[src/hbsf_pkg.sv]
// shared types and constants for the hdlc bit stuffing framer
package hbsf_pkg;

	localparam int DATA_W = 8;
	localparam int CNT_W = 3;
	localparam int RUN_W = 3;
	localparam int QUEUE_DEPTH = 2;
	localparam int QUEUE_AW = 1;
	localparam int QUEUE_CW = 2;

	localparam logic [DATA_W-1:0] FLAG_PATTERN = 8'h7E;
	localparam logic [CNT_W-1:0] MSB_INDEX = 3'd7;
	localparam logic [RUN_W-1:0] RUN_LIMIT = 3'd5;

	// result tdata bit positions
	localparam int TD_LINE_BIT = 0;
	localparam int TD_FLAG_BIT = 1;
	localparam int TD_STUFF_BIT = 2;

	// one classified byte waiting for the serializer
	typedef struct packed {
		logic [DATA_W-1:0] data_byte;
		logic              end_of_frame;
		logic              open_flag;
	} item_t;

	typedef enum logic [4:0] {
		ST_IDLE  = 5'b00001,
		ST_OPEN  = 5'b00010,
		ST_DATA  = 5'b00100,
		ST_STUFF = 5'b01000,
		ST_CLOSE = 5'b10000
	} state_t;

	// queue handshake between the front and back parts
	typedef struct packed {
		logic empty;
		logic full;
	} queue_status_t;

endpackage

[src/hbsf_front.sv]
// front part: accepts bytes and marks the first byte of each frame
module hbsf_front (
	input  logic                          clk,
	input  logic                          arst_n,
	input  logic                          in_valid,
	input  logic [hbsf_pkg::DATA_W-1:0]   in_byte,
	input  logic                          in_eof,
	input  hbsf_pkg::queue_status_t       qstat,
	output logic                          in_ready,
	output logic                          push,
	output hbsf_pkg::item_t               push_item
);

	logic in_frame_q;

	assign in_ready = !qstat.full;
	assign push = in_valid && in_ready;

	always_comb begin
		push_item.data_byte = in_byte;
		push_item.end_of_frame = in_eof;
		push_item.open_flag = !in_frame_q;
	end

	always_ff @(posedge clk or negedge arst_n) begin
		if (!arst_n) begin
			in_frame_q <= 1'b0;
		end else if (push) begin
			in_frame_q <= !in_eof;
		end
	end

endmodule

[src/hbsf_queue.sv]
// short queue of classified bytes between front and back parts
module hbsf_queue (
	input  logic                    clk,
	input  logic                    arst_n,
	input  logic                    push,
	input  hbsf_pkg::item_t         push_item,
	input  logic                    pop,
	output hbsf_pkg::item_t         head,
	output hbsf_pkg::queue_status_t qstat
);

	hbsf_pkg::item_t                  entries_q [hbsf_pkg::QUEUE_DEPTH];
	logic [hbsf_pkg::QUEUE_AW-1:0]    wr_ptr_q;
	logic [hbsf_pkg::QUEUE_AW-1:0]    rd_ptr_q;
	logic [hbsf_pkg::QUEUE_CW-1:0]    count_q;

	assign head = entries_q[rd_ptr_q];
	assign qstat.empty = (count_q == '0);
	assign qstat.full = (count_q == hbsf_pkg::QUEUE_CW'(hbsf_pkg::QUEUE_DEPTH));

	always_ff @(posedge clk) begin
		if (push) begin
			entries_q[wr_ptr_q] <= push_item;
		end
	end

	always_ff @(posedge clk or negedge arst_n) begin
		if (!arst_n) begin
			wr_ptr_q <= '0;
			rd_ptr_q <= '0;
			count_q <= '0;
		end else begin
			if (push) begin
				wr_ptr_q <= wr_ptr_q + 1'b1;
			end
			if (pop) begin
				rd_ptr_q <= rd_ptr_q + 1'b1;
			end
			if (push && !pop) begin
				count_q <= count_q + 1'b1;
			end else if (pop && !push) begin
				count_q <= count_q - 1'b1;
			end
		end
	end

endmodule

[src/hbsf_back.sv]
// back part: serializes flags and data with zero insertion into the output register
module hbsf_back (
	input  logic                    clk,
	input  logic                    arst_n,
	input  hbsf_pkg::item_t         head,
	input  hbsf_pkg::queue_status_t qstat,
	output logic                    pop,
	output logic                    out_valid,
	input  logic                    out_ready,
	output logic [7:0]              out_data,
	output logic                    out_last
);

	hbsf_pkg::state_t                  state_q, state_d;
	logic [hbsf_pkg::CNT_W-1:0]        cnt_q, cnt_d;
	logic [hbsf_pkg::RUN_W-1:0]        ones_q, ones_d;
	hbsf_pkg::item_t                   cur_q;
	logic                              valid_q;
	logic                              line_q, flag_q, stuff_q, last_q;

	logic adv;
	logic emit, e_line, e_flag, e_stuff, e_last;
	logic done, end_data, dbit;

	assign adv = !valid_q || out_ready;
	assign dbit = cur_q.data_byte[cnt_q];

	always_comb begin
		state_d = state_q;
		cnt_d = cnt_q;
		ones_d = ones_q;
		emit = 1'b0;
		e_line = 1'b0;
		e_flag = 1'b0;
		e_stuff = 1'b0;
		e_last = 1'b0;
		done = 1'b0;
		end_data = 1'b0;
		pop = 1'b0;

		unique case (state_q)
			hbsf_pkg::ST_IDLE: begin
			end
			hbsf_pkg::ST_OPEN: begin
				if (adv) begin
					emit = 1'b1;
					e_line = hbsf_pkg::FLAG_PATTERN[cnt_q];
					e_flag = 1'b1;
					ones_d = '0;
					if (cnt_q == '0) begin
						state_d = hbsf_pkg::ST_DATA;
						cnt_d = hbsf_pkg::MSB_INDEX;
					end else begin
						cnt_d = cnt_q - 1'b1;
					end
				end
			end
			hbsf_pkg::ST_DATA: begin
				if (adv) begin
					emit = 1'b1;
					e_line = dbit;
					if (dbit && (ones_q == hbsf_pkg::RUN_LIMIT - 1'b1)) begin
						// fifth one in a row, a zero goes in next
						state_d = hbsf_pkg::ST_STUFF;
						ones_d = '0;
					end else begin
						ones_d = dbit ? ones_q + 1'b1 : '0;
						if (cnt_q == '0) begin
							end_data = 1'b1;
						end else begin
							cnt_d = cnt_q - 1'b1;
						end
					end
				end
			end
			hbsf_pkg::ST_STUFF: begin
				if (adv) begin
					emit = 1'b1;
					e_stuff = 1'b1;
					ones_d = '0;
					if (cnt_q == '0) begin
						end_data = 1'b1;
					end else begin
						state_d = hbsf_pkg::ST_DATA;
						cnt_d = cnt_q - 1'b1;
					end
				end
			end
			hbsf_pkg::ST_CLOSE: begin
				if (adv) begin
					emit = 1'b1;
					e_line = hbsf_pkg::FLAG_PATTERN[cnt_q];
					e_flag = 1'b1;
					ones_d = '0;
					if (cnt_q == '0) begin
						done = 1'b1;
						e_last = 1'b1;
					end else begin
						cnt_d = cnt_q - 1'b1;
					end
				end
			end
			default: begin
				state_d = hbsf_pkg::ST_IDLE;
			end
		endcase

		if (end_data) begin
			if (cur_q.end_of_frame) begin
				state_d = hbsf_pkg::ST_CLOSE;
				cnt_d = hbsf_pkg::MSB_INDEX;
			end else begin
				done = 1'b1;
				e_last = 1'b1;
			end
		end

		// next byte starts right behind the last bit of this one
		if ((state_q == hbsf_pkg::ST_IDLE) || done) begin
			if (!qstat.empty) begin
				pop = 1'b1;
				state_d = head.open_flag ? hbsf_pkg::ST_OPEN : hbsf_pkg::ST_DATA;
				cnt_d = hbsf_pkg::MSB_INDEX;
			end else begin
				state_d = hbsf_pkg::ST_IDLE;
			end
		end
	end

	always_ff @(posedge clk or negedge arst_n) begin
		if (!arst_n) begin
			state_q <= hbsf_pkg::ST_IDLE;
			cnt_q <= '0;
			ones_q <= '0;
			valid_q <= 1'b0;
		end else begin
			state_q <= state_d;
			cnt_q <= cnt_d;
			ones_q <= ones_d;
			if (adv) begin
				valid_q <= emit;
			end
		end
	end

	always_ff @(posedge clk) begin
		if (pop) begin
			cur_q <= head;
		end
		if (adv) begin
			line_q <= e_line;
			flag_q <= e_flag;
			stuff_q <= e_stuff;
			last_q <= e_last;
		end
	end

	assign out_valid = valid_q;
	assign out_last = last_q;

	always_comb begin
		out_data = '0;
		out_data[hbsf_pkg::TD_LINE_BIT] = line_q;
		out_data[hbsf_pkg::TD_FLAG_BIT] = flag_q;
		out_data[hbsf_pkg::TD_STUFF_BIT] = stuff_q;
	end

endmodule

[src/hdlc_bit_stuffing_framer_unit.sv]
// top level of the hdlc bit stuffing framer
// Each accepted byte yields 8 data bits, up to 2 inserted zeros, the 8-bit opening flag
// when it starts a frame and the 8-bit closing flag when tlast marks it as the frame end,
// so 8 to 26 line bits. The back part's serializer sends one line bit per cycle while
// m_axis_tready is high, so the byte rate follows the line bits each byte yields. A
// two-entry byte queue sits in front of the serializer, so new bytes are taken while the
// current one is still going out; m_axis_tlast marks the last line bit of each byte.
module hdlc_bit_stuffing_framer_unit (
	input  logic       clk,
	input  logic       arst_n,
	input  logic       s_axis_tvalid,
	output logic       s_axis_tready,
	input  logic [7:0] s_axis_tdata,   // [7:0] data_byte
	input  logic       s_axis_tlast,   // end_of_frame
	output logic       m_axis_tvalid,
	input  logic       m_axis_tready,
	output logic [7:0] m_axis_tdata,   // [0] line_bit, [1] is_flag_bit, [2] is_stuffed_bit, rest 0
	output logic       m_axis_tlast    // last_of_run
);

	logic                    push, pop;
	hbsf_pkg::item_t         push_item, head;
	hbsf_pkg::queue_status_t qstat;

	hbsf_front u_front (
		.clk       (clk),
		.arst_n    (arst_n),
		.in_valid  (s_axis_tvalid),
		.in_byte   (s_axis_tdata),
		.in_eof    (s_axis_tlast),
		.qstat     (qstat),
		.in_ready  (s_axis_tready),
		.push      (push),
		.push_item (push_item)
	);

	hbsf_queue u_queue (
		.clk       (clk),
		.arst_n    (arst_n),
		.push      (push),
		.push_item (push_item),
		.pop       (pop),
		.head      (head),
		.qstat     (qstat)
	);

	hbsf_back u_back (
		.clk       (clk),
		.arst_n    (arst_n),
		.head      (head),
		.qstat     (qstat),
		.pop       (pop),
		.out_valid (m_axis_tvalid),
		.out_ready (m_axis_tready),
		.out_data  (m_axis_tdata),
		.out_last  (m_axis_tlast)
	);

endmodule

[config.mk]
export PLATFORM = sky130hd
export DESIGN_NAME = hdlc_bit_stuffing_framer_unit
export DESIGN_NICKNAME = d
export VERILOG_FILES = /design/src/hbsf_pkg.sv /design/src/hbsf_front.sv /design/src/hbsf_queue.sv /design/src/hbsf_back.sv /design/src/hdlc_bit_stuffing_framer_unit.sv
export SDC_FILE = /design/constraint.sdc
export NUM_CORES = 1
export LEC_CHECK = 0
export BUFFER_PORTS_ARGS = -buffer_cell sky130_fd_sc_hd__buf_4
export CAP_MARGIN = 20
export CELL_PAD_IN_SITES_DETAIL_PLACEMENT = 0
export CELL_PAD_IN_SITES_GLOBAL_PLACEMENT = 1
export CORE_UTILIZATION = 35
export CTS_BUF_LIST = sky130_fd_sc_hd__clkbuf_8
export DETAILED_ROUTE_END_ITERATION = 16
export HOLD_SLACK_MARGIN = 0.03
export PLACE_DENSITY_LB_ADDON = 0.12
export SLEW_MARGIN = 10
export SYNTH_ARGS = -nofsm -noshare
export SYNTH_HDL_FRONTEND = slang
export SYNTH_HIERARCHICAL = 1
export SYNTH_SLANG_ARGS = --single-unit
export TNS_END_PERCENT = 20
[constraint.sdc]
create_clock -name clk -period 2.94 [get_ports clk]
set_input_delay 0.294 -clock clk [delete_from_list [all_inputs] [get_ports clk]]
set_output_delay 0.294 -clock clk [all_outputs]
set_load 0.02 [all_outputs]
# Yosys cells after proc, flatten, opt, wreduce, memory -nomap -nowiden

Memories as Yosys holds them, arrays and structs flattened.
Cells that the tools add are included.

Output and inout bits: 11
Input port bits: 13
Bits in writable memories: 20
Word-level logic and storage cells: 106
ROM bits: 8
Flip-flop bits (word level): 30
Memories kept: 2

Add/subtract/negate cells: 6
Reductions and logical operators: 22
Order comparisons: 1
Equal/unequal tests: 9
Multiplexer cells: 52

Memories:

| memory            | words | bits a word | rd ports | clocked after memory_dff | write ports | line             | RTL |
|---|---|---|---|---|---|---|---|
| u_queue.entries_q | 2     | 10          | 1        | 0                        | 1           | hbsf_queue.sv:12 | `hbsf_pkg::item_t entries_q [hbsf_pkg::QUEUE_DEPTH];` |
| (name not given)  | 8     | 1           | 1        | 0                        | 0           | hbsf_back.sv:47  | `e_line = hbsf_pkg::FLAG_PATTERN[cnt_q];` |

Operators with widths:

| cell                | count |
|---|---|
| $mux 5              | 10 |
| $mux 3              | 15 |
| $pmux 5 s4          | 1 |
| $mux 1              | 19 |
| $pmux 3 s3          | 1 |
| $logic_not 1->1     | 6 |
| $pmux 3 s2          | 1 |
| $reduce_or 2->1     | 3 |
| $eq 5x1->1 const B  | 1 |
| $eq 5x2->1 const B  | 1 |
| $eq 5x3->1 const B  | 1 |
| $eq 5x4->1 const B  | 1 |
| $eq 5x5->1 const B  | 1 |
| $logic_and 1x1->1   | 4 |
| $lt 3x4->1 const B  | 1 |
| $mux 2              | 2 |
| $ne 2x1->1 const B  | 2 |
| $pmux 1 s2          | 2 |
| $reduce_bool 2->1   | 2 |
| $reduce_or 4->1     | 1 |
| $add 3x1->3 const B | 1 |
| $bmux 1 s3          | 1 |
| $eq 3x3->1 const B  | 1 |
| $logic_not 3->1     | 1 |
| 9 further kinds     | 11 |

# Depth between registers and ports, before layout

Gate-level depths: netlist of the first run.

Depth in word-level cells: 12
Gate-level depth with buffers: 13
Mapped depth without buffers: 12

# Hierarchy

The synthesis of the first run kept the hierarchy.

By module, submodules not included:

| module     | cells an instance | instances | area each (sq um) | sequential area each (sq um) |
|---|---|---|---|---|
| hbsf_back  | 159               | 1         | 1651.6            | 691.9 |
| hbsf_queue | 47                | 1         | 913.4             | 700.7 |
| hbsf_front | 14                | 1         | 123.9             | 25.0 |

# Worst setup path before layout of the first run

Ideal clock, no wire load.

Path type: reg-to-reg
From: register u_back/cnt_q[0] in the netlist's numbering
To: register u_queue/count_q[1] in the netlist's numbering
Data arrival time: 2.819 ns
Setup slack: 0.042 ns
Buffers on the path: 1
Data required time: 2.861 ns
Cell stages (with the launch flop): 14
Setup time: 0.079 ns
Cells stage by stage: dfrtp_1 buf_6 inv_1 ha_1 and2b_1 nand4b_2 a2111oi_4 a211oi_2 nor2_1 inv_1 ha_1 xor2_1 nor2_1 xor2_1

Longest elaborated chain between the ends: 12
Elaborated cells on any way between the ends: 19
Those cells by class: 12 x mux; 7 x reduce/logical

RTL lines:

| what                                        | line                                | RTL |
|---|---|---|
| from (decl)                                 | hbsf_back.sv:15                     | `logic [hbsf_pkg::CNT_W-1:0] cnt_q, cnt_d;` |
| from (signal assigned)                      | hbsf_back.sv:138                    | `cnt_q <= cnt_d;` |
| $bmux 1 s3                                  | hbsf_back.sv:26                     | `assign dbit = cur_q.data_byte[cnt_q];` |
| $mux 1 (implied by the code)                | hbsf_back.sv:26                     |  |
| $logic_and 1x1->1                           | hbsf_back.sv:62                     | `if (dbit && (ones_q == hbsf_pkg::RUN_LIMIT - 1'b1)) begin` |
| $mux 1                                      | hbsf_back.sv:62                     |  |
| $mux 1                                      | hbsf_back.sv:59                     | `if (adv) begin` |
| $pmux 1 s2                                  | hbsf_back.sv:41                     | `unique case (state_q)` |
| $mux 1 (*)                                  | hbsf_back.sv:108                    | `if (end_data) begin` |
| $logic_or 1x1->1 (*)                        | hbsf_back.sv:119                    | `if ((state_q == hbsf_pkg::ST_IDLE) \|\| done) begin` |
| $mux 1 (*)                                  | hbsf_back.sv:119                    |  |
| net pop                                     | hdlc_bit_stuffing_framer_unit.sv:21 | `logic push, pop;` |
| $logic_not 1->1                             | hbsf_queue.sv:39                    | `if (push && !pop) begin` |
| $logic_and 1x1->1                           | hbsf_queue.sv:39                    |  |
| $mux 2 or $reduce_bool 2->1 (tied branches) | -                                   |  |
| to (signal assigned)                        | hbsf_queue.sv:40                    | `count_q <= count_q + 1'b1;` |
| to (signal assigned)                        | hbsf_queue.sv:42                    | `count_q <= count_q - 1'b1;` |
| to (decl)                                   | hbsf_queue.sv:15                    | `logic [hbsf_pkg::QUEUE_CW-1:0] count_q;` |

Mark *: on every way through the listed nets, which the timed path passes. The rest lies on a longest branch. The select of a mux whose other input is x is not followed.
A chain may end at the register's enable or synchronous reset.

# Final worst setup path of the first run

From: register u_back/cnt_q[1] in the netlist's numbering
To: register u_queue/count_q[1] in the netlist's numbering

The elaborated chain is that of the path after synthesis.

==> results.md, run 1 <==
- Status: finished clean
- Number of buffers created by CTS: 5
- Worst setup margin: 373.9 ps
- Met3 Use GR: 0.02742
- # rows: 31
- Top_reg_cell synth: edfxtp_1
- Area fraction of the dominant cell type after synthesis: 0.3685
- Met1 usage: 0.1797
- Via density: 4.747
- DRC Markers: 0
- Cts repair resizes: 0
- Die area: 8037 µm²
- Leakage power: 0.001209 µW
- Peak VDD IR: 329.2 µV
- Number of synthesis warnings: 6
- Final period utilization: 0.8728
- Fraction of registers with async set/reset: 0.3400
- Register area share after synthesis: 0.5272
- WL final: 4.633 mm
- Root buf cell: clkbuf_8
- Slew headroom: 0.6664
- Drt pass-1 iters: 4
- R2r setup slk: 370 ps
- Max Slew Vio Count: 0
- Max Buffers Root-to-Sink: 2
- Crit Reg-Reg Startpoint: u_back/cnt_q[1]
- Worst setup SP type: register
- Initial antenna violation count: 0
- Power Density: around 950 nW/µm²
- Worst endpoint required time: 3160 ps
- CP max stage delay: 450 ps
- Unrepaired setup endpoints after global routing: false
- R2R Path End: u_queue/count_q[1]
- WS Path Type: register to register
- Cells after Synth: 220
- Most common cell after layout, fill and taps aside: edfxtp_1
- Top delay family on crit path: simple AND/OR/NAND/NOR gates
- Layout cells sized above 1: 0.2661
- Synth Cell Area: 2689 µm²
- Die Span X: 89.65 µm
- Post-layout nets: 252
- Total track usage: 0.1313
- Syn Area/Cell: around 12 µm²
- Largest net degree at the start of global routing: 18
- Initial Utilization: 0.3668
- HP Class: input pin to register
- First-pass GRT wire length: just under 8 mm
- Hold buffers post-CTS: 1
- Endpoint of the worst hold path: u_queue/entries_q[0][9]
- Vias in the first global route: 1,520
- Hold Fails Final Rpt: 0
- Clk slew on worst S/H paths: 100 ps
- CTS sink cnt: 50
- Cell taking the most area after synthesis: edfxtp_1
- Dpl ws: 390.8 ps
- Placer congestion estimate: 0.7852
- Hold path cells: 1
- Min-delay src: s_axis_tdata[7]
- Fin crit period: 2566 ps
- Area contributors post-synth: edfxtp_1 (37%), dfrtp_1 (15%), buf_4 (4.7%), mux2_2 (4.6%), ha_1 (3.3%)
- Clock Skews: 8.724 ps
- Critical path, cell by cell: inv_1, ha_1, and2b_1, nand4b_2, a2111oi_4, a211oi_2, nor2_1, inv_1, ha_1, nor2_1, xor2_1
- N_diodes: 0
- Wire per inst: 13.95 µm
- Max-cap viol count: 0
- Ports: 24
- Busiest grt layer: met2
- Post-CTS Setup Repair Bufs: 0
- Final TNS setup: 0 ps
- Netlist cell types: 60
- Post-synth EDFFs: 33
- CP Buf/Inv Count: 2
- Clock latency on the worst-skew pair: 300 ps
- Most frequent cells in the layout: edfxtp_1 (33), buf_4 (23), nor2_1 (22), dfrtp_1 (16), nand2_1 (15)
- Post-route ant nets: 0
- Initial DRC count: 73
- GRT overflow: 0
- Vias: 1,576
- H-tree depth: 2
- Routing usage on met2: 0.2121
- Worst Setup End Kind: register
- CP max FO: 7
- Slowest-stage cell, CP: dfrtp_1
- Port bufs: 18
- Fillers: 705
- Fmax: 389.7 MHz
- Critical path data arrival time: 2790 ps
- Final setup violation count: 0
- FF+latch count, synth: 50
- Core area: ~7300 µm²
- Area delta synth->final: 8.748%
- Post-DP HPWL: around 3.4 mm
- Chip height: around 90 µm
- Worst r2r path cells: 11
- Worst slew pin tran: 500.4 ps
- CTS tree: done
-- area by class of cell --
cell class / count / area [µm²] / share of cell area
Sequential cell: 50 / 1418 / 0.4848
Clock buffer: 5 / 68.82 / 0.02353
Inverter: 10 / 42.54 / 0.01455
Multi-Input combinational cell: 141 / 1067 / 0.3650
Timing Repair Buffer: 24 / 182.7 / 0.06247
Tap cell: 99 / 123.9 / 0.04236
Clock inverter: 3 / 21.27 / 0.007274
-- through the flow --
step / util / total power, µW / instance area, µm² / hold WS (ps) / instances
global placement: 0.3852 / 2427 / 2824 / 186.7 / 323
detailed placement: 0.3852 / 2413 / 2824 / 185.4 / 323
floorplan: - / 2160 / 2704 / -1.591 / 224
global route: 0.3989 / 3007 / 2924 / 144.3 / 332
finish: 0.3989 / 2787 / 2924 / 171.8 / 332
CTS: 0.3989 / 2825 / 2924 / 165.3 / 332
-- synth_stat cells, types with 5 or more instances --
cell type	n
edfxtp_1	33
nand2_1	15
mux2_2	11
a21oi_1	6
inv_1	9
dfrtp_1	16
nor2_1	22
ha_1	7
nand3_1	5
mux2i_1	5
o21ai_0	5
buf_4	17
-- where the power goes --
part / internal, µW / switching (µW)
Combinational: 537 / 633
Clock: 170 / 233
Sequential: 1050 / 166
-- logic make-up after synthesis --
logic type      Yosys count  synth area share
simple gates             72            0.1447
flops                    50            0.5272
buf+inv                  33           0.08143
compound gates           32            0.1112
mux                      20           0.08516
fa+ha+maj                 7           0.03257
xor+xnor                  5           0.01629
other cells               1          0.001395
-- metal layers --
metal	part of all wire	vias up
met2	0.47	22
met4	0.0037	0
li1	-	792
met3	0.020	2
met5	0	-
met1	0.50	760
-- worst max path at each step --
stage	start	endpoint	slack, ps	cells past startpoint
3_5_place_dp	u_back/cnt_q[1]	u_queue/count_q[1]	390	11
2_1_floorplan	u_back/cnt_q[0]	u_queue/count_q[1]	40	13
4_1_cts	u_back/cnt_q[1]	u_queue/count_q[1]	360	11
5_1_grt	u_back/cnt_q[1]	u_queue/count_q[1]	140	11
6_report	u_back/cnt_q[1]	u_queue/count_q[1]	370	11
3_3_place_gp	u_back/cnt_q[1]	u_queue/count_q[1]	460	11
-- sequential cells by signal, summed over array words and instances (netlist names) --
register / count
u_queue/entries_q: 20
u_back/cur_q: 9
u_back/state_q: 5
u_back/cnt_q: 3
u_back/ones_q: 3
u_queue/count_q: 2
u_back/flag_q: 1
u_back/line_q: 1
u_back/out_last: 1
u_back/out_valid: 1
u_back/stuff_q: 1
u_front/in_frame_q: 1
u_queue/rd_ptr_q: 1
u_queue/wr_ptr_q: 1
Note: power is estimated with default switching activity, not from simulation.
==> run 2, diff against run 1 <==
--- a/config.mk
+++ b/config.mk
@@ -14,6 +14,7 @@
 export DETAILED_ROUTE_END_ITERATION = 16
 export HOLD_SLACK_MARGIN = 0.03
 export PLACE_DENSITY_LB_ADDON = 0.12
+export REMOVE_ABC_BUFFERS = 1
 export SLEW_MARGIN = 10
 export SYNTH_ARGS = -nofsm -noshare
 export SYNTH_HDL_FRONTEND = slang
==> run 2 against run 1 <==
Against the previous run: fmax fell by 0.62%; register-to-register slack got worse by 20 ps; core utilization rose by 0.068 points; total power rose by 1.5%; clock skew rose by 3.3 ps; cell count did not move; critical endpoint unchanged; largest cell class unchanged; largest power group unchanged.
==> results.md, run 2 (synthesized netlist as in run 1, its figures left out) <==
- Status: finished clean
- Critical path depth: 12
- Placer congestion estimate: 0.7666
- Via density: around 4.8
- Largest Register: u_queue/entries_q
- H-tree depth: 2
- Most common cell after layout, fill and taps aside: edfxtp_1
- First-pass GRT wire length: 8.197 mm
- DRC Markers: 0
- Chip height: approximately 90 µm
- Layout cells sized above 1: 0.2704
- N_diodes: 0
- CP max FO: 7
- Initial Utilization: 0.3668
- HP Class: input pin to register
- Worst r2r path cells: 12
- Post-layout nets: 252
- R2r setup slk: 360 ps
- Final period utilization: 0.8783
- Busiest grt layer: met2
- Vias: 1,591
- Worst endpoint required time: 3170 ps
- Initial DRC count: 82
- Final TNS setup: 0 ps
- WS Path Type: register to register
- # rows: 31
- Most frequent cells in the layout: edfxtp_1 (33), buf_4 (23), nor2_1 (22), dfrtp_1 (16), nand2_1 (15)
- Fmax: 387.3 MHz
- Fillers: 690
- Placed Cells incl. Taps: 323
- Root buf cell: clkbuf_8
- Vias in the first global route: about 1,500
- Met1 usage: 0.1981
- Max-cap viol count: 0
- Unrepaired setup endpoints after global routing: false
- Worst slew pin tran: roughly 510 ps
- Port bufs: 18
- WL final: 4.934 mm
- Area of the multi-input gates: 1067 µm²
- CP Buf/Inv Count: 2
- Routing usage on met2: 0.2197
- Largest register FFs: 20
- Finished Layout Cells: 332
- Core area: 7331 µm²
- Clock latency on the worst-skew pair: just over 300 ps
- Power Density: 965.7 nW/µm²
- Worst Setup End Kind: register
- Clk slew on worst S/H paths: about 100 ps
- CTS sink cnt: 50
- Dpl ws: around 400 ps
- Clock Skews: 12.05 ps
- CTS tree: done
- Critical path, cell by cell: inv_1, ha_1, and2b_1, nand4b_2, a2111oi_4, a211oi_2, nor2_1, inv_1, ha_1, xor2_1, nor2_1, xor2_1
- Leakage power: 0.001208 µW
- Top delay family on crit path: simple AND/OR/NAND/NOR gates
- Worst setup SP type: register
- Met3 Use GR: 0.02194
- Cell area after layout: 2929 µm²
- Max Buffers Root-to-Sink: 2
- Biggest registers after layout: u_queue/entries_q (20), u_back/cur_q (9), u_back/state_q (5)
- Register Area: around 1400 µm²
- Slowest-stage cell, CP: a2111oi_4
- Slew headroom: 0.6603
- Post-layout util: 0.3996
- Placed Instance Area: 2824 µm²
- Die area: 8037 µm²
- Critical path data arrival time: around 2800 ps
- Hold Fails Final Rpt: 0
- Worst setup margin: approximately 360 ps
- Wire per inst: 14.86 µm
- GRT overflow: 0
- Number of buffers created by CTS: 5
- Hold path cells: 1
- Final setup violation count: 0
- Post-DP HPWL: 3.556 mm
- Peak VDD IR: 408.8 µV
- Drt pass-1 iters: 4
- Max Slew Vio Count: 0
- Die Span X: 89.65 µm
- Fin crit period: 2582 ps
- Ports: 24
- Total track usage: 0.1409
- Cts repair resizes: 0
- Initial antenna violation count: 0
- Area delta synth->final: 8.934%
- Largest net degree at the start of global routing: 19
- CP max stage delay: roughly 450 ps
- Post-route ant nets: 0
==> run 2: what timing repair did <==
| action | CTS | global route |
|---|---|---|
| endpoints found under the hold margin | 16 | 0 |
| hold buffers | 1 | 0 |
| buffers inserted | 0 | 0 |
==> run 2: path summary, 6_finish.rpt <==
kind	startpoint	to
worst max-delay path	u_back/cnt_q[1]	u_queue/count_q[1]
worst min register to register	u_queue/wr_ptr_q	u_queue/wr_ptr_q
min in group asynchronous	arst_n	u_back/state_q[1]
max in group asynchronous	arst_n	u_back/state_q[0]
worst min-delay path	s_axis_tdata[1]	u_queue/entries_q[1][3]
worst max register to register	u_back/cnt_q[1]	u_queue/count_q[1]
==> run 2: routing by layer <==
layer	part of all wire	wire (µm)	vias up
met1	0.48	2391	770
met2	0.48	2370	24
met4	0.012	57	0
li1	-	-	791
met5	0	0	-
met3	0.023	115	6
==> run 2: worst reg2reg max path, delay by kind of cell (launching register included) <==
kind,cells,cell delay [ps]
AND/OR/NAND/NOR,4,660
buffers and inverters,2,180
flip-flops,1,440
adder cells (fa/ha/maj),2,390
AO/OA/AOI/OAI,2,540
XOR/XNOR,2,290
==> run 2: per-stage QoR <==
step	hold WS (ps)	power, µW
after floorplan	-1.591	2084
after global placement	185.5	2439
after detailed placement	185.3	2426
after CTS	153.1	2866
after global routing	149.4	3045
final	164.1	2829
==> run 2: power breakdown <==
group | leakage [µW] | internal (µW) | switching, µW
clock | 0.0000491 | 176 | 250
combinational | 0.000632 | 538 | 652
sequential | 0.000526 | 1050 | 165
==> run 2: cell type report <==
cell class / instances / area share
multi-input combinational: 141 / 0.3644
inverter: 10 / 0.01452
clock buffer: 5 / 0.02349
tap: 99 / 0.04229
sequential: 50 / 0.4840
clock inverter: 3 / 0.008971
timing repair buffer: 24 / 0.06237
